<file path="src/hdl/fcrms_pkg.sv">
package fcrms_pkg;

    localparam int WORD_W      = 16;
    localparam int MAG_W       = 24;
    localparam int PROD_W      = 2 * MAG_W;
    localparam int SUM_W       = 63;
    localparam int RES_W       = 24;
    localparam int NUM_OUT     = 4;
    localparam int CH_W        = 3;
    localparam int TAG_SEL_W   = 5;
    localparam int CFG_W       = 5;
    localparam int ROOT_W      = 32;
    localparam int RAD_W       = 2 * ROOT_W;
    localparam int REM_W       = ROOT_W + 2;
    localparam int PDATA_W     = 32;
    localparam int PADDR_W     = 3;
    localparam int QUEUE_DEPTH = 4;
    localparam int QPTR_W      = $clog2(QUEUE_DEPTH);

    localparam logic [CFG_W-1:0]  BLOCK_LEN_RESET = 5'd11;
    localparam logic [SUM_W-1:0]  SUM_MAX         = '1;
    localparam logic [ROOT_W-1:0] RMS_MAX         = 32'd8388608;

    localparam logic [PADDR_W-3:0] REG_BLOCK_LEN = 1'b0;

    typedef struct packed {
        logic [WORD_W-1:0] word_high;
        logic [WORD_W-1:0] word_low;
    } in_item_t;

    typedef struct packed {
        logic [RES_W-1:0] rms_ch3;
        logic [RES_W-1:0] rms_ch2;
        logic [RES_W-1:0] rms_ch1;
        logic [RES_W-1:0] rms_ch0;
    } out_item_t;

    typedef struct packed {
        logic             tag_ok;
        logic [CH_W-1:0]  ch;
        logic [MAG_W-1:0] mag;
    } q_entry_t;

    typedef struct packed {
        logic             start;
        logic [RAD_W-1:0] radicand;
    } sq_req_t;

    typedef struct packed {
        logic              done;
        logic [ROOT_W-1:0] root;
    } sq_rsp_t;

    typedef enum logic [2:0] {
        B_IDLE,
        B_MUL,
        B_ACC,
        B_ROOT_GO,
        B_ROOT_WAIT,
        B_OUT
    } back_state_t;

endpackage

</file>
<file path="src/hdl/four_channel_block_rms_top.sv">
// An item written to the queue can be popped in the next cycle; the back end then takes it
// through fetch, square and accumulate, and fetches the next item only after accumulating it.
// An item that completes a block then runs the iterative square root once per reported channel
// (two bits per cycle over a 64-bit radicand) and loads the result once the output register is free.
// The front accepts while the four-entry queue has room, also during the root phase.
// Synchronous active-low reset clears sums, counts, queue and handshakes; block length (log2) is 11.
module four_channel_block_rms_top #(
    parameter int NUM_CHANNELS   = 4,
    parameter int SAMPLE_BITS    = 24,
    parameter int MAX_BLOCK_LOG2 = 16
) (
    input  logic                               aclk,
    input  logic                               aresetn,
    input  logic                               s_valid,
    output logic                               s_ready,
    input  fcrms_pkg::in_item_t                s_item,
    output logic                               m_valid,
    input  logic                               m_ready,
    output fcrms_pkg::out_item_t               m_item,
    input  logic                               psel,
    input  logic                               penable,
    input  logic                               pwrite,
    input  logic [fcrms_pkg::PADDR_W-1:0]      paddr,
    input  logic [fcrms_pkg::PDATA_W-1:0]      pwdata,
    output logic [fcrms_pkg::PDATA_W-1:0]      prdata,
    output logic                               pready
);
    import fcrms_pkg::*;

    localparam int L_W = $clog2(MAX_BLOCK_LOG2 + 1);

    logic [CFG_W-1:0] block_len_reg, block_len_next;
    logic [L_W-1:0]   l_eff;
    logic             q_full;
    logic             q_push;
    q_entry_t         push_entry;
    logic             q_pop;
    logic             q_valid;
    q_entry_t         pop_entry;
    sq_req_t          sq_req;
    sq_rsp_t          sq_rsp;

    always_comb begin
        pready         = 1'b1;
        block_len_next = block_len_reg;
        if (psel && penable && pwrite && paddr[PADDR_W-1:2] == REG_BLOCK_LEN) begin
            block_len_next = pwdata[CFG_W-1:0];
        end
        prdata = (paddr[PADDR_W-1:2] == REG_BLOCK_LEN) ? PDATA_W'(block_len_reg) : '0;
        l_eff  = (block_len_reg > CFG_W'(MAX_BLOCK_LOG2)) ? L_W'(MAX_BLOCK_LOG2)
                                                         : block_len_reg[L_W-1:0];
    end

    always_ff @(posedge aclk) begin
        if (!aresetn) begin
            block_len_reg <= BLOCK_LEN_RESET;
        end else begin
            block_len_reg <= block_len_next;
        end
    end

    fcrms_front #(
        .NUM_CHANNELS(NUM_CHANNELS),
        .SAMPLE_BITS (SAMPLE_BITS)
    ) u_front (
        .s_valid(s_valid),
        .s_ready(s_ready),
        .s_item (s_item),
        .q_full (q_full),
        .q_push (q_push),
        .q_entry(push_entry)
    );

    fcrms_queue u_queue (
        .aclk      (aclk),
        .aresetn   (aresetn),
        .push      (q_push),
        .push_entry(push_entry),
        .full      (q_full),
        .pop       (q_pop),
        .pop_valid (q_valid),
        .pop_entry (pop_entry)
    );

    fcrms_isqrt u_isqrt (
        .aclk   (aclk),
        .aresetn(aresetn),
        .req    (sq_req),
        .rsp    (sq_rsp)
    );

    fcrms_back #(
        .NUM_CHANNELS  (NUM_CHANNELS),
        .MAX_BLOCK_LOG2(MAX_BLOCK_LOG2),
        .L_W           (L_W)
    ) u_back (
        .aclk   (aclk),
        .aresetn(aresetn),
        .q_valid(q_valid),
        .q_entry(pop_entry),
        .q_pop  (q_pop),
        .l_eff  (l_eff),
        .sq_req (sq_req),
        .sq_rsp (sq_rsp),
        .m_valid(m_valid),
        .m_ready(m_ready),
        .m_item (m_item)
    );

endmodule

</file>
<file path="src/hdl/fcrms_front.sv">
module fcrms_front #(
    parameter int NUM_CHANNELS = 4,
    parameter int SAMPLE_BITS  = 24
) (
    input  logic                s_valid,
    output logic                s_ready,
    input  fcrms_pkg::in_item_t s_item,
    input  logic                q_full,
    output logic                q_push,
    output fcrms_pkg::q_entry_t q_entry
);
    import fcrms_pkg::*;

    localparam logic [MAG_W:0]   SPAN = (MAG_W + 1)'(1) << SAMPLE_BITS;
    localparam logic [MAG_W-1:0] MASK = MAG_W'(SPAN - (MAG_W + 1)'(1));

    logic [7:0]       tag;
    logic [MAG_W-1:0] raw;
    logic [MAG_W:0]   neg;
    logic             sign;

    always_comb begin
        tag  = s_item.word_high[15:8];
        raw  = {s_item.word_high[7:0], s_item.word_low} & MASK;
        sign = raw[SAMPLE_BITS-1];
        neg  = SPAN - {1'b0, raw};

        q_entry.tag_ok = (tag[TAG_SEL_W-1:0] == '0) && (int'(tag[7:5]) < NUM_CHANNELS);
        q_entry.ch     = tag[7:5];
        q_entry.mag    = sign ? neg[MAG_W-1:0] : raw;

        s_ready = !q_full;
        q_push  = s_valid && !q_full;
    end

endmodule

</file>
<file path="src/hdl/fcrms_queue.sv">
module fcrms_queue (
    input  logic                aclk,
    input  logic                aresetn,
    input  logic                push,
    input  fcrms_pkg::q_entry_t push_entry,
    output logic                full,
    input  logic                pop,
    output logic                pop_valid,
    output fcrms_pkg::q_entry_t pop_entry
);
    import fcrms_pkg::*;

    q_entry_t          slot_reg [QUEUE_DEPTH];
    logic [QPTR_W-1:0] wr_ptr_reg, wr_ptr_next;
    logic [QPTR_W-1:0] rd_ptr_reg, rd_ptr_next;
    logic [QPTR_W:0]   fill_reg, fill_next;

    always_comb begin
        full        = (fill_reg == (QPTR_W + 1)'(QUEUE_DEPTH));
        pop_valid   = (fill_reg != '0);
        pop_entry   = slot_reg[rd_ptr_reg];
        wr_ptr_next = push ? wr_ptr_reg + 1'b1 : wr_ptr_reg;
        rd_ptr_next = pop ? rd_ptr_reg + 1'b1 : rd_ptr_reg;
        fill_next   = fill_reg + (QPTR_W + 1)'(push) - (QPTR_W + 1)'(pop);
    end

    always_ff @(posedge aclk) begin
        if (!aresetn) begin
            wr_ptr_reg <= '0;
            rd_ptr_reg <= '0;
            fill_reg   <= '0;
        end else begin
            wr_ptr_reg <= wr_ptr_next;
            rd_ptr_reg <= rd_ptr_next;
            fill_reg   <= fill_next;
        end
    end

    always_ff @(posedge aclk) begin
        if (push) begin
            slot_reg[wr_ptr_reg] <= push_entry;
        end
    end

endmodule

</file>
<file path="src/hdl/fcrms_isqrt.sv">
module fcrms_isqrt (
    input  logic               aclk,
    input  logic               aresetn,
    input  fcrms_pkg::sq_req_t req,
    output fcrms_pkg::sq_rsp_t rsp
);
    import fcrms_pkg::*;

    localparam int ITER   = RAD_W / 2;
    localparam int ITER_W = $clog2(ITER);

    logic              busy_reg, busy_next;
    logic              done_reg, done_next;
    logic [ITER_W-1:0] cnt_reg, cnt_next;
    logic [RAD_W-1:0]  rad_reg, rad_next;
    logic [REM_W-1:0]  rem_reg, rem_next;
    logic [ROOT_W-1:0] root_reg, root_next;
    logic [REM_W-1:0]  rem_sh;
    logic [REM_W-1:0]  trial;

    always_comb begin
        rem_sh    = {rem_reg[REM_W-3:0], rad_reg[RAD_W-1 -: 2]};
        trial     = {root_reg, 2'b01};
        busy_next = busy_reg;
        done_next = 1'b0;
        cnt_next  = cnt_reg;
        rad_next  = rad_reg;
        rem_next  = rem_reg;
        root_next = root_reg;
        if (req.start) begin
            busy_next = 1'b1;
            cnt_next  = ITER_W'(ITER - 1);
            rad_next  = req.radicand;
            rem_next  = '0;
            root_next = '0;
        end else if (busy_reg) begin
            rad_next = rad_reg << 2;
            if (rem_sh >= trial) begin
                rem_next  = rem_sh - trial;
                root_next = {root_reg[ROOT_W-2:0], 1'b1};
            end else begin
                rem_next  = rem_sh;
                root_next = {root_reg[ROOT_W-2:0], 1'b0};
            end
            if (cnt_reg == '0) begin
                busy_next = 1'b0;
                done_next = 1'b1;
            end else begin
                cnt_next = cnt_reg - 1'b1;
            end
        end
        rsp.done = done_reg;
        rsp.root = root_reg;
    end

    always_ff @(posedge aclk) begin
        if (!aresetn) begin
            busy_reg <= 1'b0;
            done_reg <= 1'b0;
        end else begin
            busy_reg <= busy_next;
            done_reg <= done_next;
        end
    end

    always_ff @(posedge aclk) begin
        cnt_reg  <= cnt_next;
        rad_reg  <= rad_next;
        rem_reg  <= rem_next;
        root_reg <= root_next;
    end

endmodule

</file>
<file path="src/hdl/fcrms_back.sv">
module fcrms_back #(
    parameter int NUM_CHANNELS   = 4,
    parameter int MAX_BLOCK_LOG2 = 16,
    parameter int L_W            = $clog2(MAX_BLOCK_LOG2 + 1)
) (
    input  logic                 aclk,
    input  logic                 aresetn,
    input  logic                 q_valid,
    input  fcrms_pkg::q_entry_t  q_entry,
    output logic                 q_pop,
    input  logic [L_W-1:0]       l_eff,
    output fcrms_pkg::sq_req_t   sq_req,
    input  fcrms_pkg::sq_rsp_t   sq_rsp,
    output logic                 m_valid,
    input  logic                 m_ready,
    output fcrms_pkg::out_item_t m_item
);
    import fcrms_pkg::*;

    localparam int IDX_W = (NUM_CHANNELS > 1) ? $clog2(NUM_CHANNELS) : 1;
    localparam int CNT_W = MAX_BLOCK_LOG2 + 1;
    localparam int NOUT  = (NUM_CHANNELS < NUM_OUT) ? NUM_CHANNELS : NUM_OUT;

    back_state_t       state_reg, state_next;
    logic              ok_reg, ok_next;
    logic [IDX_W-1:0]  ch_reg, ch_next;
    logic [MAG_W-1:0]  mag_reg, mag_next;
    logic [PROD_W-1:0] prod_reg, prod_next;
    logic [SUM_W-1:0]  sums_reg [NUM_CHANNELS];
    logic [SUM_W-1:0]  sums_next [NUM_CHANNELS];
    logic [CNT_W-1:0]  cnts_reg [NUM_CHANNELS];
    logic [CNT_W-1:0]  cnts_next [NUM_CHANNELS];
    logic [IDX_W-1:0]  k_reg, k_next;
    logic [RES_W-1:0]  res_reg [NUM_OUT];
    logic [RES_W-1:0]  res_next [NUM_OUT];
    logic              m_valid_reg, m_valid_next;
    out_item_t         m_item_reg, m_item_next;

    logic [CNT_W-1:0]  target;
    logic [IDX_W-1:0]  rd_idx;
    logic [SUM_W-1:0]  sum_sel;
    logic [SUM_W:0]    acc;
    logic [SUM_W-1:0]  sum_upd;
    logic [NUM_CHANNELS-1:0] hit;
    logic [CNT_W-1:0]  cnt_acc [NUM_CHANNELS];
    logic              all_full;
    logic [ROOT_W-1:0] root_clamped;

    always_comb begin
        target  = CNT_W'(1) << l_eff;
        rd_idx  = (state_reg == B_ACC) ? ch_reg : k_reg;
        sum_sel = sums_reg[rd_idx];
        acc     = {1'b0, sum_sel} + (SUM_W + 1)'(prod_reg);
        sum_upd = acc[SUM_W] ? SUM_MAX : acc[SUM_W-1:0];
        all_full = 1'b1;
        for (int c = 0; c < NUM_CHANNELS; c++) begin
            hit[c]     = ok_reg && (ch_reg == IDX_W'(c)) && (cnts_reg[c] < target);
            cnt_acc[c] = cnts_reg[c] + CNT_W'(hit[c]);
            if (cnt_acc[c] < target) begin
                all_full = 1'b0;
            end
        end
        root_clamped = (sq_rsp.root > RMS_MAX) ? RMS_MAX : sq_rsp.root;

        state_next   = state_reg;
        ok_next      = ok_reg;
        ch_next      = ch_reg;
        mag_next     = mag_reg;
        prod_next    = prod_reg;
        sums_next    = sums_reg;
        cnts_next    = cnts_reg;
        k_next       = k_reg;
        res_next     = res_reg;
        m_item_next  = m_item_reg;
        m_valid_next = m_valid_reg && !m_ready;
        q_pop        = 1'b0;
        sq_req.start    = 1'b0;
        sq_req.radicand = RAD_W'(sum_sel) >> l_eff;

        case (state_reg)
            B_IDLE: begin
                if (q_valid) begin
                    q_pop      = 1'b1;
                    ok_next    = q_entry.tag_ok;
                    ch_next    = q_entry.ch[IDX_W-1:0];
                    mag_next   = q_entry.mag;
                    state_next = B_MUL;
                end
            end
            B_MUL: begin
                prod_next  = PROD_W'(mag_reg) * PROD_W'(mag_reg);
                state_next = B_ACC;
            end
            B_ACC: begin
                for (int c = 0; c < NUM_CHANNELS; c++) begin
                    if (hit[c]) begin
                        sums_next[c] = sum_upd;
                    end
                    cnts_next[c] = cnt_acc[c];
                end
                if (all_full) begin
                    k_next = '0;
                    for (int j = 0; j < NUM_OUT; j++) begin
                        res_next[j] = '0;
                    end
                    state_next = B_ROOT_GO;
                end else begin
                    state_next = B_IDLE;
                end
            end
            B_ROOT_GO: begin
                sq_req.start = 1'b1;
                state_next   = B_ROOT_WAIT;
            end
            B_ROOT_WAIT: begin
                if (sq_rsp.done) begin
                    for (int j = 0; j < NUM_OUT; j++) begin
                        if (j < NOUT && k_reg == IDX_W'(j)) begin
                            res_next[j] = root_clamped[RES_W-1:0];
                        end
                    end
                    if (k_reg == IDX_W'(NOUT - 1)) begin
                        state_next = B_OUT;
                    end else begin
                        k_next     = k_reg + 1'b1;
                        state_next = B_ROOT_GO;
                    end
                end
            end
            B_OUT: begin
                if (!m_valid_reg || m_ready) begin
                    m_valid_next        = 1'b1;
                    m_item_next.rms_ch0 = res_reg[0];
                    m_item_next.rms_ch1 = res_reg[1];
                    m_item_next.rms_ch2 = res_reg[2];
                    m_item_next.rms_ch3 = res_reg[3];
                    for (int c = 0; c < NUM_CHANNELS; c++) begin
                        sums_next[c] = '0;
                        cnts_next[c] = '0;
                    end
                    state_next = B_IDLE;
                end
            end
            default: begin
                state_next = B_IDLE;
            end
        endcase

        m_valid = m_valid_reg;
        m_item  = m_item_reg;
    end

    always_ff @(posedge aclk) begin
        if (!aresetn) begin
            state_reg   <= B_IDLE;
            m_valid_reg <= 1'b0;
            k_reg       <= '0;
            for (int c = 0; c < NUM_CHANNELS; c++) begin
                sums_reg[c] <= '0;
                cnts_reg[c] <= '0;
            end
        end else begin
            state_reg   <= state_next;
            m_valid_reg <= m_valid_next;
            k_reg       <= k_next;
            sums_reg    <= sums_next;
            cnts_reg    <= cnts_next;
        end
    end

    always_ff @(posedge aclk) begin
        ok_reg     <= ok_next;
        ch_reg     <= ch_next;
        mag_reg    <= mag_next;
        prod_reg   <= prod_next;
        res_reg    <= res_next;
        m_item_reg <= m_item_next;
    end

`ifndef SYNTHESIS
    a_root_step: assert property (@(posedge aclk) disable iff (!aresetn)
        (state_reg == B_ROOT_WAIT && sq_rsp.done)
        |=> (state_reg == B_ROOT_GO || state_reg == B_OUT))
        else $error("Root result did not advance the sequencer.");

    a_pop_valid: assert property (@(posedge aclk) disable iff (!aresetn)
        q_pop |-> q_valid)
        else $error("Queue popped while empty.");

    a_clear_on_load: assert property (@(posedge aclk) disable iff (!aresetn)
        (state_reg == B_OUT && (!m_valid_reg || m_ready))
        |=> (m_valid_reg && cnts_reg[0] == '0 && sums_reg[0] == '0))
        else $error("Block state not cleared when the result was loaded.");

    a_root_idle: assert property (@(posedge aclk) disable iff (!aresetn)
        sq_req.start |-> (state_reg == B_ROOT_GO))
        else $error("Square root started outside the root phase.");
`endif

endmodule

</file>
<file path="config.mk">
export PLATFORM = sky130hd
export DESIGN_NAME = four_channel_block_rms_top
export DESIGN_NICKNAME = d
export VERILOG_FILES = /design/src/hdl/fcrms_pkg.sv /design/src/hdl/four_channel_block_rms_top.sv /design/src/hdl/fcrms_front.sv /design/src/hdl/fcrms_queue.sv /design/src/hdl/fcrms_isqrt.sv /design/src/hdl/fcrms_back.sv
export SDC_FILE = /design/constraint.sdc
export NUM_CORES = 2
export LEC_CHECK = 0
export ABC_AREA = 1
export BUFFER_PORTS_ARGS = -buffer_cell sky130_fd_sc_hd__buf_2
export CAP_MARGIN = 10
export CORE_ASPECT_RATIO = 0.6
export CORE_UTILIZATION = 35
export DETAILED_ROUTE_END_ITERATION = 10
export SKIP_CTS_REPAIR_TIMING = 1
export SLEW_MARGIN = 20
export SYNTH_ARGS = -nofsm -noshare
export SYNTH_HDL_FRONTEND = slang
export SYNTH_SLANG_ARGS = --single-unit
</file>
<file path="constraint.sdc">
create_clock -name aclk -period 7.01 [get_ports aclk]
set_input_delay 0.701 -clock aclk [delete_from_list [all_inputs] [get_ports aclk]]
set_output_delay 0.701 -clock aclk [all_outputs]
set_load 0.1 [all_outputs]
</file>
==> results.cfg <==
[synthesis]
synth_common_cells = nand2_1 (1,651), inv_1 (1,121), o21ai_0 (639)
synth-edff-count = 438
synth_seq_area_share_pct = 34.74
synth.most_common_cell = nand2_1
ys_ff_latch = 847
syn_area_um2 = 61430
synth.avg_cell_area_um2 = 8.247
async_flop_share_pct = 0
yosysTopAreaCellShare_pct = 21.41
synthCells = 7449
synth_ff_type = edfxtp_1
synth.area.top_cells = edfxtp_1 (21%), fa_1 (14%), dfxtp_1 (13%), nand2_1 (10%), ha_1 (8.2%)
ys_types = 58
synth_warnings = 0
yosysTopAreaCell = edfxtp_1

[floorplan]
ios = 205
core_um2 = 173300
initial_utilization_pct = 35.44
die_h_um = 326.5
die_w_um = 542.9
row_count = 118
die-area_um2 = 177300

[cts]
insertion_delay_ns = 0.73
cts_tree = yes
h-tree-depth = 3
clock_sinks = 847
cts_buffers = 87
clk_path_buf_depth = 3
cts_root_buf = clkbuf_16
clk_pin_slew_ns = 0.06

[sta]
setup_viol_count_final = 0
skew_ns = 0.05206
slew_headroom_pct = 19.11
rsz0062_at_grt = true
hold-worst-slack_ns = 0.2227
min_period_ns = 6.798
fmax_mhz = 147.1
hold_viol_final = 0
post-route-period-util_pct = 96.97
worstMarginPinSlew_ns = 1.202
drv_slew = 0

[cells_and_area]
regArea_um2 = 21340
multiInputGateArea_um2 = 34810
largest_register_ff_count = 252
syn2layout_area_growth_pct = 11.66
post-route-util_pct = 39.57
nets = 8456
drive_above_1_share_pct = 8.309
fillers = 17490

[routing]
drcViolationCount = 0
drt_iter0_drc = 5594
vias_per_cell = 5.134
first_pass_iters = 6
routed_wl_mm = 183.7
antenna_left = 0
num_vias = 51196
wl_per_cell_um = 18.42

[critical_path]
crit_path_start_kind = flip-flop
cp_max_fo = 9
cp.arrival_ns = 7.26
endpoint_kind = flip-flop
required_ns = 7.47
worstSetupPathType = flip-flop to flip-flop

[global_route]
grt_pass1_vias = 48638
antenna_found_initial = 3
gr-total-overflow = 0
track_usage_pct = 20.59
grt_pass1_wl_mm = 286.2
grt_max_degree = 127

[placement]
place_congestion = 1.020
io_buffers = 147
dp_hpwl_mm = 139.3

[worst_hold_path]
hp-class = input port to flip-flop

[job]
maxCapViolations = 0

[status]
status = finished clean
==> stage by stage <==
stage          instance area, um^2  std cells  setup slack [ns]  TNS [ns]
2_1_floorplan                61530       7475            0.3826         0
3_3_place_gp                 65320       9795          -0.05827  -0.05827
3_5_place_dp                 65340       9796          -0.04503  -0.04503
4_1_cts                      68220       9960           -0.1122   -0.1605
5_1_grt                      68590       9970          -0.03122  -0.05642
6_report                     68590       9971            0.2123         0
==> logic make-up after synthesis <==
logic type | synth area share (%)
other cells | 0.01223
buf+inv | 9.388
compound gates | 14.60
xor+xnor | 2.866
flops | 34.74
fa+ha+maj | 22.01
mux | 0.1487
simple gates | 16.23
==> final timing paths <==
check / from / endpoint / slack [ns] / cells past startpoint
worst max-delay path: u_back.mag_reg[23]$_DFFE_PP_ / u_back.prod_reg[46]$_DFFE_PP_ / 0.21 / 19
worst min-delay path: s_item[29] / u_queue.slot_reg[0][24]$_DFFE_PP_ / 0.22 / 1
worst max register to register: u_back.mag_reg[23]$_DFFE_PP_ / u_back.prod_reg[46]$_DFFE_PP_ / 0.21 / 19
worst min register to register: u_back.res_reg[13]$_SDFFCE_PN0P_ / u_back.m_item[85]$_DFFE_PP_ / 0.40 / 0
==> cell type report <==
class                           count  area share, %
Multi-Input combinational cell   5154          50.75
Tap cell                         2340          4.268
Clock inverter                     47         0.7023
Inverter                         1137          6.226
Clock buffer                      117          3.486
Timing Repair Buffer              328          3.453
Antenna cell                        1       0.003648
Sequential cell                   847          31.11
==> routing by layer <==
layer	vias to the layer above	share of wire, %	GRT usage, %
li1	24461	-	-
met4	0	1.4	3.648
met5	-	0	0
met2	2026	36	25.94
met3	159	11	5.438
met1	24550	51	33.94
==> layout by cell type (no fill, tap or decap), types with 15 or more instances in the layout <==
cell and instances:
nor4_1 21, clkinv_2 18, a31oi_1 43, or2_2 22, a21oi_1 570, o21ai_2 43
nor2_2 22, o21a_1 20, a21o_1 22, edfxtp_1 438, conb_1 28, nor2_1 428
nand2_1 1648, buf_4 156, buf_2 146, o21ai_0 632, inv_1 1117, clkbuf_1 21
xnor2_1 61, clkbuf_16 88, a22oi_1 33, o21ai_1 16, nor3_1 39, o22ai_1 32
dfxtp_1 408, o211ai_1 98, buf_12 18, o2111ai_1 15, ha_1 395, xor2_1 140
fa_1 423, nand3_1 229, nand4_1 32
==> critical path: stages (launching register included) <==
cell	delay, ns
edfxtp_1	0.62
buf_4	0.29
nand2_1	0.13
inv_1	0.08
fa_1	0.51
fa_1	0.53
fa_1	0.54
fa_1	0.54
fa_1	0.54
fa_1	0.52
ha_1	0.34
ha_1	0.38
a21o_1	0.22
a31oi_1	0.19
o221ai_1	0.23
a21oi_2	0.21
nand3_2	0.22
nand2_1	0.12
o2111ai_1	0.15
xor2_1	0.18
Power is not shown: default switching activity piles up to over one toggle a cycle in this logic, so the estimate is an artifact.
